--- src/design/bcec_pkg.sv ---
// Shared types and constants for the button click event classifier.
// Used by the item and register write interfaces, the register block, the core and the top level.
package bcec_pkg;

  localparam int TimerW = 16;
  localparam int CmdW   = 2;
  localparam int RegIdxW = 3;
  localparam int RegDataW = 16;

  // Command codes of an input item
  localparam logic [CmdW-1:0] CMD_SAMPLE = 2'd0;
  localparam logic [CmdW-1:0] CMD_TICK   = 2'd1;
  localparam logic [CmdW-1:0] CMD_CLEAR  = 2'd2;
  localparam logic [CmdW-1:0] CMD_NOP    = 2'd3;

  // Register indexes
  localparam logic [RegIdxW-1:0] REG_KEY_ACTIVE_HIGH = 3'd0;
  localparam logic [RegIdxW-1:0] REG_HOLD_LIMIT      = 3'd1;
  localparam logic [RegIdxW-1:0] REG_LONG_LIMIT      = 3'd2;
  localparam logic [RegIdxW-1:0] REG_DOUBLE_WINDOW   = 3'd3;
  localparam logic [RegIdxW-1:0] REG_SINGLE_TIMEOUT  = 3'd4;

  // Register reset values
  localparam logic [TimerW-1:0] HOLD_LIMIT_RST     = 16'd2000;
  localparam logic [TimerW-1:0] LONG_LIMIT_RST     = 16'd1500;
  localparam logic [TimerW-1:0] DOUBLE_WINDOW_RST  = 16'd1200;
  localparam logic [TimerW-1:0] SINGLE_TIMEOUT_RST = 16'd250;

  localparam logic [TimerW-1:0] TIMER_MAX = 16'hFFFF;

  typedef struct packed {
    logic              key_active_high;
    logic [TimerW-1:0] hold_limit_ms;
    logic [TimerW-1:0] long_limit_ms;
    logic [TimerW-1:0] double_window_ms;
    logic [TimerW-1:0] single_timeout_ms;
  } cfg_t;

endpackage

--- src/design/bcec_intf.sv ---
// Valid/ready channel interfaces: input items, result items and register writes.
// Depends on bcec_pkg for field widths.
interface bcec_item_if;
  import bcec_pkg::*;
  logic            valid;
  logic            ready;
  logic [CmdW-1:0] cmd;
  logic            key_level;
  modport source (output valid, cmd, key_level, input ready);
  modport sink   (input valid, cmd, key_level, output ready);
endinterface

interface bcec_result_if;
  logic valid;
  logic ready;
  logic short_pressed;
  logic double_pressed;
  logic long_pressed;
  logic holding;
  modport source (output valid, short_pressed, double_pressed, long_pressed, holding,
                  input ready);
  modport sink   (input valid, short_pressed, double_pressed, long_pressed, holding,
                  output ready);
endinterface

interface bcec_cfg_if;
  import bcec_pkg::*;
  logic                valid;
  logic                ready;
  logic [RegIdxW-1:0]  index;
  logic [RegDataW-1:0] data;
  modport source (output valid, index, data, input ready);
  modport sink   (input valid, index, data, output ready);
endinterface

--- src/design/bcec_cfg_regs.sv ---
// Configuration register file of the classifier.
// Depends on bcec_pkg and the bcec_cfg_if interface.
module bcec_cfg_regs
  import bcec_pkg::*;
(
  input  logic        clk,
  input  logic        rst,
  bcec_cfg_if.sink    cfg,
  output cfg_t        regs
);

  assign cfg.ready = 1'b1;

  // Write the addressed register; ignore indexes beyond the list
  always_ff @(posedge clk) begin
    if (rst) begin
      regs.key_active_high   <= 1'b0;
      regs.hold_limit_ms     <= HOLD_LIMIT_RST;
      regs.long_limit_ms     <= LONG_LIMIT_RST;
      regs.double_window_ms  <= DOUBLE_WINDOW_RST;
      regs.single_timeout_ms <= SINGLE_TIMEOUT_RST;
    end else if (cfg.valid) begin
      unique case (cfg.index)
        REG_KEY_ACTIVE_HIGH: regs.key_active_high   <= cfg.data[0];
        REG_HOLD_LIMIT:      regs.hold_limit_ms     <= cfg.data;
        REG_LONG_LIMIT:      regs.long_limit_ms     <= cfg.data;
        REG_DOUBLE_WINDOW:   regs.double_window_ms  <= cfg.data;
        REG_SINGLE_TIMEOUT:  regs.single_timeout_ms <= cfg.data;
        default: ;
      endcase
    end
  end

endmodule

--- src/design/bcec_core.sv ---
// Press tracking state, timers and sticky event flags, with the result register.
// Depends on bcec_pkg and the item and result interfaces.
module bcec_core
  import bcec_pkg::*;
(
  input  logic         clk,
  input  logic         rst,
  input  cfg_t         regs,
  bcec_item_if.sink    item_in,
  bcec_result_if.source result_out
);

  logic              is_down, is_down_next;
  logic [TimerW-1:0] down_time, down_time_next;
  logic [TimerW-1:0] gap_time, gap_time_next;
  logic              gap_running, gap_running_next;
  logic [1:0]        release_count, release_count_next;
  logic              flag_short, flag_short_next;
  logic              flag_double, flag_double_next;
  logic              flag_long, flag_long_next;
  logic              flag_hold, flag_hold_next;
  logic              res_valid;
  logic              accept;
  logic              pressed;
  logic [TimerW-1:0] gap_inc;

  // Take a new item whenever the result slot is empty or being drained
  assign item_in.ready = !res_valid || result_out.ready;
  assign accept        = item_in.valid && item_in.ready;

  assign pressed = (item_in.key_level == regs.key_active_high);
  assign gap_inc = (gap_time == TIMER_MAX) ? gap_time : gap_time + 1'b1;

  // Next state for one item
  always_comb begin
    is_down_next       = is_down;
    down_time_next     = down_time;
    gap_time_next      = gap_time;
    gap_running_next   = gap_running;
    release_count_next = release_count;
    flag_short_next    = flag_short;
    flag_double_next   = flag_double;
    flag_long_next     = flag_long;
    flag_hold_next     = flag_hold;
    unique case (item_in.cmd)
      CMD_SAMPLE: begin
        if (pressed) begin
          if (!is_down) begin
            is_down_next   = 1'b1;
            down_time_next = '0;
          end else if (down_time >= regs.hold_limit_ms) begin
            flag_hold_next = 1'b1;
          end
        end else if (is_down) begin
          is_down_next   = 1'b0;
          flag_hold_next = 1'b0;
          priority if (down_time >= regs.long_limit_ms) begin
            flag_short_next  = 1'b0;
            flag_double_next = 1'b0;
            flag_long_next   = 1'b1;
          end else if (release_count == 2'd1 && gap_time <= regs.double_window_ms) begin
            release_count_next = '0;
            gap_running_next   = 1'b0;
            flag_short_next    = 1'b0;
            flag_double_next   = 1'b1;
            flag_long_next     = 1'b0;
          end else begin
            gap_time_next    = '0;
            gap_running_next = 1'b1;
            if (release_count != 2'd3) begin
              release_count_next = release_count + 2'd1;
            end
          end
        end
      end
      CMD_TICK: begin
        if (is_down && down_time != TIMER_MAX) begin
          down_time_next = down_time + 1'b1;
        end
        if (gap_running) begin
          gap_time_next = gap_inc;
          if (gap_inc >= regs.single_timeout_ms) begin
            gap_running_next   = 1'b0;
            release_count_next = '0;
            flag_short_next    = 1'b1;
            flag_double_next   = 1'b0;
            flag_long_next     = 1'b0;
          end
        end
      end
      CMD_CLEAR: begin
        flag_short_next  = 1'b0;
        flag_double_next = 1'b0;
        flag_long_next   = 1'b0;
      end
      CMD_NOP: ;
      default: ;
    endcase
  end

  // Update state on an accepted item
  always_ff @(posedge clk) begin
    if (rst) begin
      is_down       <= 1'b0;
      down_time     <= '0;
      gap_time      <= '0;
      gap_running   <= 1'b0;
      release_count <= '0;
      flag_short    <= 1'b0;
      flag_double   <= 1'b0;
      flag_long     <= 1'b0;
      flag_hold     <= 1'b0;
    end else if (accept) begin
      is_down       <= is_down_next;
      down_time     <= down_time_next;
      gap_time      <= gap_time_next;
      gap_running   <= gap_running_next;
      release_count <= release_count_next;
      flag_short    <= flag_short_next;
      flag_double   <= flag_double_next;
      flag_long     <= flag_long_next;
      flag_hold     <= flag_hold_next;
    end
  end

  // Hold the result until taken; the flag registers are the payload
  always_ff @(posedge clk) begin
    if (rst) begin
      res_valid <= 1'b0;
    end else if (item_in.ready) begin
      res_valid <= item_in.valid;
    end
  end

  assign result_out.valid          = res_valid;
  assign result_out.short_pressed  = flag_short;
  assign result_out.double_pressed = flag_double;
  assign result_out.long_pressed   = flag_long;
  assign result_out.holding        = flag_hold;

  // A running gap timer always follows a counted short release
  a_gap_has_release: assert property (@(posedge clk) disable iff (rst)
    gap_running |-> release_count != 2'd0)
    else $error("gap timer running with no release counted");

  // Holding only while the key is down
  a_hold_needs_down: assert property (@(posedge clk) disable iff (rst)
    flag_hold |-> is_down)
    else $error("holding flag set while key is released");

  // Click events exclude each other
  a_one_event: assert property (@(posedge clk) disable iff (rst)
    $onehot0({flag_short, flag_double, flag_long}))
    else $error("more than one click event flag set");

  // Every accepted item yields a result in the next cycle
  a_item_gives_result: assert property (@(posedge clk) disable iff (rst)
    accept |=> res_valid)
    else $error("accepted item produced no result");

endmodule

--- src/design/button_click_event_classifier_top.sv ---
// Top level of the push button click classifier: register block and core.
// Depends on bcec_pkg, the channel interfaces, bcec_cfg_regs and bcec_core.
//
//   port        dir   role                 payload
//   clk         in    clock                -
//   rst         in    sync reset, high     -
//   item_in     sink  sample/tick/clear    cmd, key_level
//   result_out  src   flags after update   short/double/long_pressed, holding
//   cfg         sink  register write       index, data
//
// One item per cycle unless a result waits untaken; each accepted item gives its result in the next cycle.
// The state registers and the flag/result register are the only stage.
// item_in.ready drops only while a result waits and result_out.ready is low.
// Reset clears all state and loads the register defaults; cfg is always ready.
module button_click_event_classifier_top
  import bcec_pkg::*;
(
  input  logic          clk,
  input  logic          rst,
  bcec_item_if.sink     item_in,
  bcec_result_if.source result_out,
  bcec_cfg_if.sink      cfg
);

  cfg_t regs;

  bcec_cfg_regs u_cfg_regs (
    .clk  (clk),
    .rst  (rst),
    .cfg  (cfg),
    .regs (regs)
  );

  bcec_core u_core (
    .clk        (clk),
    .rst        (rst),
    .regs       (regs),
    .item_in    (item_in),
    .result_out (result_out)
  );

endmodule
--- src/flat_wrapper.sv ---
// flat-port wrapper written by rule: the top's interface ports become plain ports
module button_click_event_classifier_top_flat import bcec_pkg::*;
  (clk, rst, item_in_valid, item_in_cmd, item_in_key_level, item_in_ready, result_out_valid, result_out_short_pressed, result_out_double_pressed, result_out_long_pressed, result_out_holding, result_out_ready, cfg_valid, cfg_index, cfg_data, cfg_ready);
  bcec_item_if item_in_i ();
  bcec_result_if result_out_i ();
  bcec_cfg_if cfg_i ();
  input  logic clk;
  input  logic rst;
  input wire logic [$bits(item_in_i.valid)-1:0] item_in_valid;
  input wire logic [$bits(item_in_i.cmd)-1:0] item_in_cmd;
  input wire logic [$bits(item_in_i.key_level)-1:0] item_in_key_level;
  output wire logic [$bits(item_in_i.ready)-1:0] item_in_ready;
  output wire logic [$bits(result_out_i.valid)-1:0] result_out_valid;
  output wire logic [$bits(result_out_i.short_pressed)-1:0] result_out_short_pressed;
  output wire logic [$bits(result_out_i.double_pressed)-1:0] result_out_double_pressed;
  output wire logic [$bits(result_out_i.long_pressed)-1:0] result_out_long_pressed;
  output wire logic [$bits(result_out_i.holding)-1:0] result_out_holding;
  input wire logic [$bits(result_out_i.ready)-1:0] result_out_ready;
  input wire logic [$bits(cfg_i.valid)-1:0] cfg_valid;
  input wire logic [$bits(cfg_i.index)-1:0] cfg_index;
  input wire logic [$bits(cfg_i.data)-1:0] cfg_data;
  output wire logic [$bits(cfg_i.ready)-1:0] cfg_ready;
  assign item_in_i.valid = item_in_valid;
  assign item_in_i.cmd = item_in_cmd;
  assign item_in_i.key_level = item_in_key_level;
  assign item_in_ready = item_in_i.ready;
  assign result_out_valid = result_out_i.valid;
  assign result_out_short_pressed = result_out_i.short_pressed;
  assign result_out_double_pressed = result_out_i.double_pressed;
  assign result_out_long_pressed = result_out_i.long_pressed;
  assign result_out_holding = result_out_i.holding;
  assign result_out_i.ready = result_out_ready;
  assign cfg_i.valid = cfg_valid;
  assign cfg_i.index = cfg_index;
  assign cfg_i.data = cfg_data;
  assign cfg_ready = cfg_i.ready;
  button_click_event_classifier_top u_core (.clk(clk), .rst(rst), .item_in(item_in_i), .result_out(result_out_i), .cfg(cfg_i));
endmodule
--- config.mk ---
export PLATFORM = sky130hd
export DESIGN_NAME = button_click_event_classifier_top_flat
export DESIGN_NICKNAME = d
export VERILOG_FILES = /design/src/design/bcec_pkg.sv /design/src/design/bcec_intf.sv /design/src/design/bcec_cfg_regs.sv /design/src/design/bcec_core.sv /design/src/design/button_click_event_classifier_top.sv /design/src/flat_wrapper.sv
export SDC_FILE = /design/constraint.sdc
export NUM_CORES = 1
export LEC_CHECK = 0
export BUFFER_PORTS_ARGS = -buffer_cell sky130_fd_sc_hd__buf_2
export CELL_PAD_IN_SITES_DETAIL_PLACEMENT = 1
export CELL_PAD_IN_SITES_GLOBAL_PLACEMENT = 1
export CORE_MARGIN = 1.5
export CORE_UTILIZATION = 45
export CTS_BUF_LIST = sky130_fd_sc_hd__clkbuf_4
export CTS_CLUSTER_SIZE = 25
export DETAILED_ROUTE_END_ITERATION = 6
export GPL_TIMING_DRIVEN = 1
export PLACE_DENSITY_LB_ADDON = 0.1
export REMOVE_ABC_BUFFERS = 1
export SLEW_MARGIN = 0
export SYNTH_ARGS = -nofsm -noshare
export SYNTH_HDL_FRONTEND = slang
export SYNTH_SLANG_ARGS = --single-unit
export TNS_END_PERCENT = 20
--- constraint.sdc ---
create_clock -name clk -period 5.39 [get_ports clk]
set_clock_uncertainty 0.1 [all_clocks]
set_input_delay 0.2695 -clock clk [delete_from_list [all_inputs] [get_ports clk]]
set_output_delay 0.2695 -clock clk [all_outputs]
set_load 0.05 [all_outputs]
# ---- Word level (Yosys, flattened, before mapping)
# Cells that the tools add are included.
dict set report word_totals {
  register_bits 106
  input_bits 27
  word_cells 115
}
dict set report op_classes {
  add_sub_neg 3
  magnitude_cmp 4
  eq_ne 23
  n_mux 49
  reduce_logical 21
}
# cell n
set ops {}
lappend ops {{$mux W16} 9}
lappend ops {{$pmux W16 S2} 2}
lappend ops {{$ge A16 B16 Y1} 3}
lappend ops {{$add A16 B1 Y16 const B} 2}
lappend ops {{$mux W1} 26}
lappend ops {{$ne A2 B2 Y1 const B} 10}
lappend ops {{$eq A16 B16 Y1 const B} 1}
lappend ops {{$le A16 B16 Y1} 1}
lappend ops {{$ne A16 B16 Y1 const B} 1}
lappend ops {{$mux W2} 7}
lappend ops {{$reduce_and A7 Y1} 2}
lappend ops {{$reduce_and A2 Y1} 6}
lappend ops {{$reduce_and A5 Y1} 2}
lappend ops {{$pmux W1 S3} 3}
lappend ops {{$reduce_and A8 Y1} 1}
lappend ops {{$eq A3 B2 Y1 const B} 2}
lappend ops {{$ne A3 B3 Y1 const B} 2}
lappend ops {{$eq A2 B1 Y1 const B} 2}
lappend ops {{$pmux W2 S2} 1}
lappend ops {{$reduce_and A4 Y1} 1}
lappend ops {{$eq A3 B1 Y1 const B} 1}
lappend ops {{$eq A3 B3 Y1 const B} 1}
lappend ops {{$logic_and A1 B1 Y1} 3}
lappend ops {{$logic_not A3 Y1} 1}
lappend ops {{10 further kinds} 10}

# ---- Depth between registers and ports, before layout
dict set report depth {
  ltp_word 7
  depth_mapped 15
  mapped_depth_nobuf 14
}

# ---- Hierarchy
# From an unflattened synthesis, not the netlist that was laid out.
dict set report unflattened {
  cells_unflattened 755
  hier_area_um2 6495.0
}
# mod instances cells_each area_each_um2 seq_area_each_um2
set by_module_without_submodules {}
lappend by_module_without_submodules {bcec_core 1 506 3851.2 820.8}
lappend by_module_without_submodules {bcec_cfg_regs 1 249 2643.8 1301.2}

# ---- Least setup slack after synthesis
# OpenSTA, ideal clock, no wires.
dict set report synth_path {
  kind {flip-flop to flip-flop}
  from {register u_core.u_core.gap_time[0]}
  to {register u_core.u_core.flag_double (netlist: u_core.u_core.result_out.double_pressed)}
  setup_time_ns 0.121
  arrival_time_ns 3.235
  required_time_ns 5.169
  path_slack_ns 1.935
  path_stages_with_launch 15
  n_path_buf 1
  synth_period_minus_slack_ns 3.455
  path_cell_list {dfxtp_1 ha_1 nand4_1 or4_4 or2_1 buf_6 mux2_4 ha_1 nand2_1 o21ai_0 a211oi_1 o21ai_0 a21o_1 o2111ai_1 mux2_2}
}
dict set report synth_between {
  elab_chain_len 5
  elab_cells_between_ends 9
}
# item line
set synth_rtl {}
lappend synth_rtl {{start: declaration} bcec_core.sv:15} ;# logic [TimerW-1:0] gap_time, gap_time_next;
lappend synth_rtl {{start signal: assignment} bcec_core.sv:116} ;# gap_time <= gap_time_next;
lappend synth_rtl {{$add A16 B1 Y16 / $eq A16 B16 Y1 (equally long branches)} bcec_core.sv:32} ;# assign gap_inc = (gap_time == TIMER_MAX) ? gap_time : gap_time + 1'b1;
lappend synth_rtl {{$mux W16} bcec_core.sv:32}
lappend synth_rtl {{$ge A16 B16 Y1} bcec_core.sv:82} ;# if (gap_inc >= regs.single_timeout_ms) begin
lappend synth_rtl {{$ne A2 B2 Y1 (no source line)} n/a}
lappend synth_rtl {{$reduce_and A7 Y1 (no source line) *} n/a}
lappend synth_rtl {{end signal: assignment} bcec_core.sv:120} ;# flag_double <= flag_double_next;
lappend synth_rtl {{end: declaration} bcec_core.sv:19} ;# logic flag_double, flag_double_next;
# Mark *: on every way between the ends. The rest lies on a longest branch, timed or not.
# A chain may end at the register's enable or synchronous reset.

# ---- Worst setup path in the final report
dict set report layout_path {
  from {register u_core.u_core.gap_time[1]}
  to {register u_core.u_core.flag_double (netlist: u_core.u_core.result_out.double_pressed)}
}
# The elaborated chain is that of the path after synthesis.

==> out/qor.yml <==
run_status:
  outcome: "finished clean"
logic_synthesis:
  synth_top_cells_by_area: "dfxtp_1 33%, ha_1 14%, nand2_1 7.9%"
  synth-seq-cells: 106
  syn_area_sq_um: 6330
  synthCells: 793
  yosysSeqAreaShare_pct: 33.5
  syn_avg_cell_area_sq_um: 7.99
  synth_edf_count: 0
  ys.flop_type: "dfxtp_1"
  yosysTopAreaCell: "dfxtp_1"
  synth_cell_types: 61
  ys_async_sr_fraction_pct: 0
  synth_warnings: 0
  yosysTopAreaCellShare_pct: 33.5
clock_network:
  root_buffer: "clkbuf_4"
  cts_sinks: 106
  cts_tree: "done"
  cts.reportedPaths.clkPinSlew_ns: 0.17
  cts_resized: 0
  clock_latency_ns: 0.49
  cts_buffer_depth: 2
  cts_inserted_buffers: 9
  htreeDepth: 3
sta:
  tns_ns: 0
  drv_slew: 0
  tightest_slew_ns: 0.811
  hold_violations: 0
  finalSetupViolCount: 0
  slew_headroom_pct: 45.8
  holdWs_ns: 0.0375
  min_period_ns: 3.95
  rsz0062_at_grt: "no"
  fin_crit_sh_pct: 73.3
  max_freq_mhz: 253
power_and_ir_drop:
  power.density_nw_per_um2: 195
  pwr-share-comb_pct: 10.8
  ir_worst_vdd_v: 0.000162
  total_power_w: 0.00134
  seqPwrFrac_pct: 60.1
  swShare_pct: 28.8
  leakagePower_nw: 2.88
  pwr-share-clk_pct: 29.1
  internal-power_w: 0.000954
  p_sw_w: 0.000387
floorplanning:
  core.rowCount: 43
  pin_count: 34
  initial_core_util_pct: 45.8
  coreArea_sq_um: 13800
  die_x_um: 122
  die_y_um: 122
  dieArea_sq_um: 14800
critical_path:
  worst_ep_required_time_ns: 5.69
  worst_setup_path_end_kind: "register"
  worst-setup-path-type: "register to register"
  arrival_ns: 4.25
  cp_max_fo: 6
  critPathMaxStageDelay_ns: 0.50
  crit_chain: "ha_1 > nand4_1 > or4_4 > o211a_1 > nand2_1 > xnor2_1 > ha_1 > a21o_1 > a21o_1 > a21oi_1 > o2111ai_1 > a21o_1 > o2111ai_1 > mux2_2"
  startpoint_type: "register"
  cpMaxStageDelayCell: "dfxtp_1"
  crit_buf_inv: 0
  cp_common_cell: "a21o_1"
  crit_family: "compound AO/OA/AOI/OAI gates"
drt:
  drt_iter0_drc: 202
  via_count: 5566
  wl_per_cell_um: 17.3
  drt-vias-per-instance: 5.54
  drt-pass1-iter-count: 4
  drt-total-wl_um: 17400
  highest_layer: "met4"
  wl_met2_um: 8630
  routed-wl-met3_um: 449
  ant_nets: 0
  wl_met1_um: 7800
  drc_errors: 0
final_layout:
  num-nets-final: 915
  post-route-util_pct: 49.6
  drive_gt1_share_pct: 8.51
  area_delta_synth_final_pct: 8.33
  n_fill_cell: 1723
  fin_cells: 1004
placement:
  hpwl_um: 12900
  portBuffers: 32
  finalWeightedCongestion: 0.872
  dp_cells: 969
grt:
  antenna_found_initial: 1
  grtUsageTotal_pct: 24.8
  grt_max_degree: 74
  grt_pass1_vias: 5771
  overflow: 0
  grt_pass1_wl_um: 28600
run:
  maxCapViolCount: 0
hold_path:
  worstHoldPathType: "input port to register"
[flip-flops by register name, indices dropped and copies added, names as in the netlist]
name                                     count
u_core.u_core.result_out.long_pressed        1
u_core.u_core.gap_time                      16
u_core.u_core.gap_running                    1
u_core.u_core.result_out.valid               1
u_core.u_core.result_out.holding             1
u_core.u_core.result_out.short_pressed       1
u_core.u_core.result_out.double_pressed      1
u_core.u_core.down_time                     16
u_core.u_core.release_count                  2
u_core.u_cfg_regs.regs                      65
u_core.u_core.is_down                        1
[worst min-delay path, cell delays in order]
cell and delay (ns):
buf_2 0.07, nand2b_1 0.18, a21oi_1 0.09
[stage by stage]
| step | worst slack (ns) | instance area (sq um) |
|---|---|---|
| 2_1_floorplan | 1.95 | 6140 |
| 3_3_place_gp | 1.65 | 6570 |
| 3_5_place_dp | 1.52 | 6570 |
| 4_1_cts | 1.48 | 6860 |
| 5_1_grt | 1.20 | 6860 |
| 6_report | 1.44 | 6860 |
[metal layers]
layer,GRT usage [%],vias up
met5,0,-
met3,5.15,30
met1,30.1,2721
li1,-,2747
met2,43.4,68
met4,8.90,0
[layout make-up]
| cell class | count | area [sq um] | area share [%] |
|---|---|---|---|
| tap | 180 | 225 | 3.28 |
| timing repair buffer | 54 | 383 | 5.58 |
| multi-input combinational | 572 | 3730 | 54.4 |
| antenna | 1 | 2.50 | 0.0365 |
| clock buffer | 10 | 75.1 | 1.09 |
| clock inverter | 6 | 40.0 | 0.583 |
| inverter | 75 | 282 | 4.10 |
| sequential | 106 | 2120 | 30.9 |
[power groups by stage]
stage / clock, W / combinational (W) / sequential (W)
finish: 0.000390 / 0.000145 / 0.000806
global route: 0.000429 / 0.000161 / 0.000809
CTS: 0.000405 / 0.000145 / 0.000807
detailed placement: 0 / 0.000134 / 0.000823
global placement: 0 / 0.000130 / 0.000822
floorplan: 0 / 0.0000723 / 0.000824
[logic make-up after synthesis]
kind of cell    synth area share [%]
flops                           33.5
xor+xnor                        3.73
simple gates                    24.2
compound gates                  14.6
buf+inv                         7.56
fa+ha+maj                       13.8
mux                             2.55
other cells                   0.0592
[placed cells by master, fill, tap and decap left out, drive strengths merged, types with 6 or more instances in the layout]
| cell | synthesis | routed |
|---|---|---|
| inv | 75 | 77 |
| clkbuf | 31 | 10 |
| and4 | 6 | 6 |
| buf | 9 | 36 |
| nand2 | 134 | 134 |
| nand3 | 28 | 28 |
| nor2 | 54 | 54 |
| ha | 70 | 70 |
| nand3b | 10 | 10 |
| a21o | 9 | 9 |
| nand4 | 20 | 20 |
| mux2 | 6 | 6 |
| or2 | 6 | 6 |
| mux2i | 9 | 9 |
| nor2b | 11 | 11 |
| nor3 | 10 | 10 |
| xnor2 | 13 | 13 |
| nor3b | 7 | 7 |
| dfxtp | 106 | 106 |
| and3 | 8 | 8 |
| o21ai | 18 | 18 |
| dlygate4sd3 | 0 | 18 |
| a21oi | 71 | 71 |
| a211o | 13 | 13 |
| nand2b | 9 | 9 |
| and2 | 7 | 7 |
| xor2 | 14 | 14 |
[cells in the mapped netlist, types with 2 or more instances]
| library cell | n |
|---|---|
| a211o_1 | 13 |
| a211oi_1 | 3 |
| a21o_1 | 9 |
| a21oi_1 | 71 |
| a311o_1 | 2 |
| a31oi_1 | 2 |
| and2_1 | 6 |
| and3_1 | 8 |
| and4_1 | 6 |
| buf_2 | 2 |
| buf_4 | 3 |
| buf_6 | 3 |
| clkbuf_1 | 29 |
| dfxtp_1 | 106 |
| ha_1 | 70 |
| inv_1 | 75 |
| mux2_2 | 5 |
| mux2i_1 | 9 |
| nand2_1 | 134 |
| nand2b_1 | 9 |
| nand3_1 | 28 |
| nand3b_1 | 10 |
| nand4_1 | 19 |
| nor2_1 | 54 |
| nor2b_1 | 11 |
| nor3_1 | 10 |
| nor3b_1 | 7 |
| o2111ai_1 | 2 |
| o211a_1 | 3 |
| o211ai_1 | 4 |
| o21ai_0 | 16 |
| o311ai_0 | 4 |
| o31ai_1 | 2 |
| or2_2 | 5 |
| or3_1 | 2 |
| xnor2_1 | 13 |
| xor2_1 | 14 |
[what timing repair did]
action                    in CTS  in global routing
setup buffers                  0                  0
hold endpoints to repair      66                  0
hold buffers                  18                  0
[worst paths after layout]
kind	from	endpoint	slack, ns	cells after the start
max	u_core.u_core.gap_time[1]	u_core.u_core.result_out.double_pressed	1.44	14
max reg2reg	u_core.u_core.gap_time[1]	u_core.u_core.result_out.double_pressed	1.44	14
min	result_out_ready	u_core.u_core.result_out.valid	0.04	3
min reg2reg	u_core.u_cfg_regs.regs[61]	u_core.u_cfg_regs.regs[61]	0.37	2
Power figures use the tool's default switching activity.
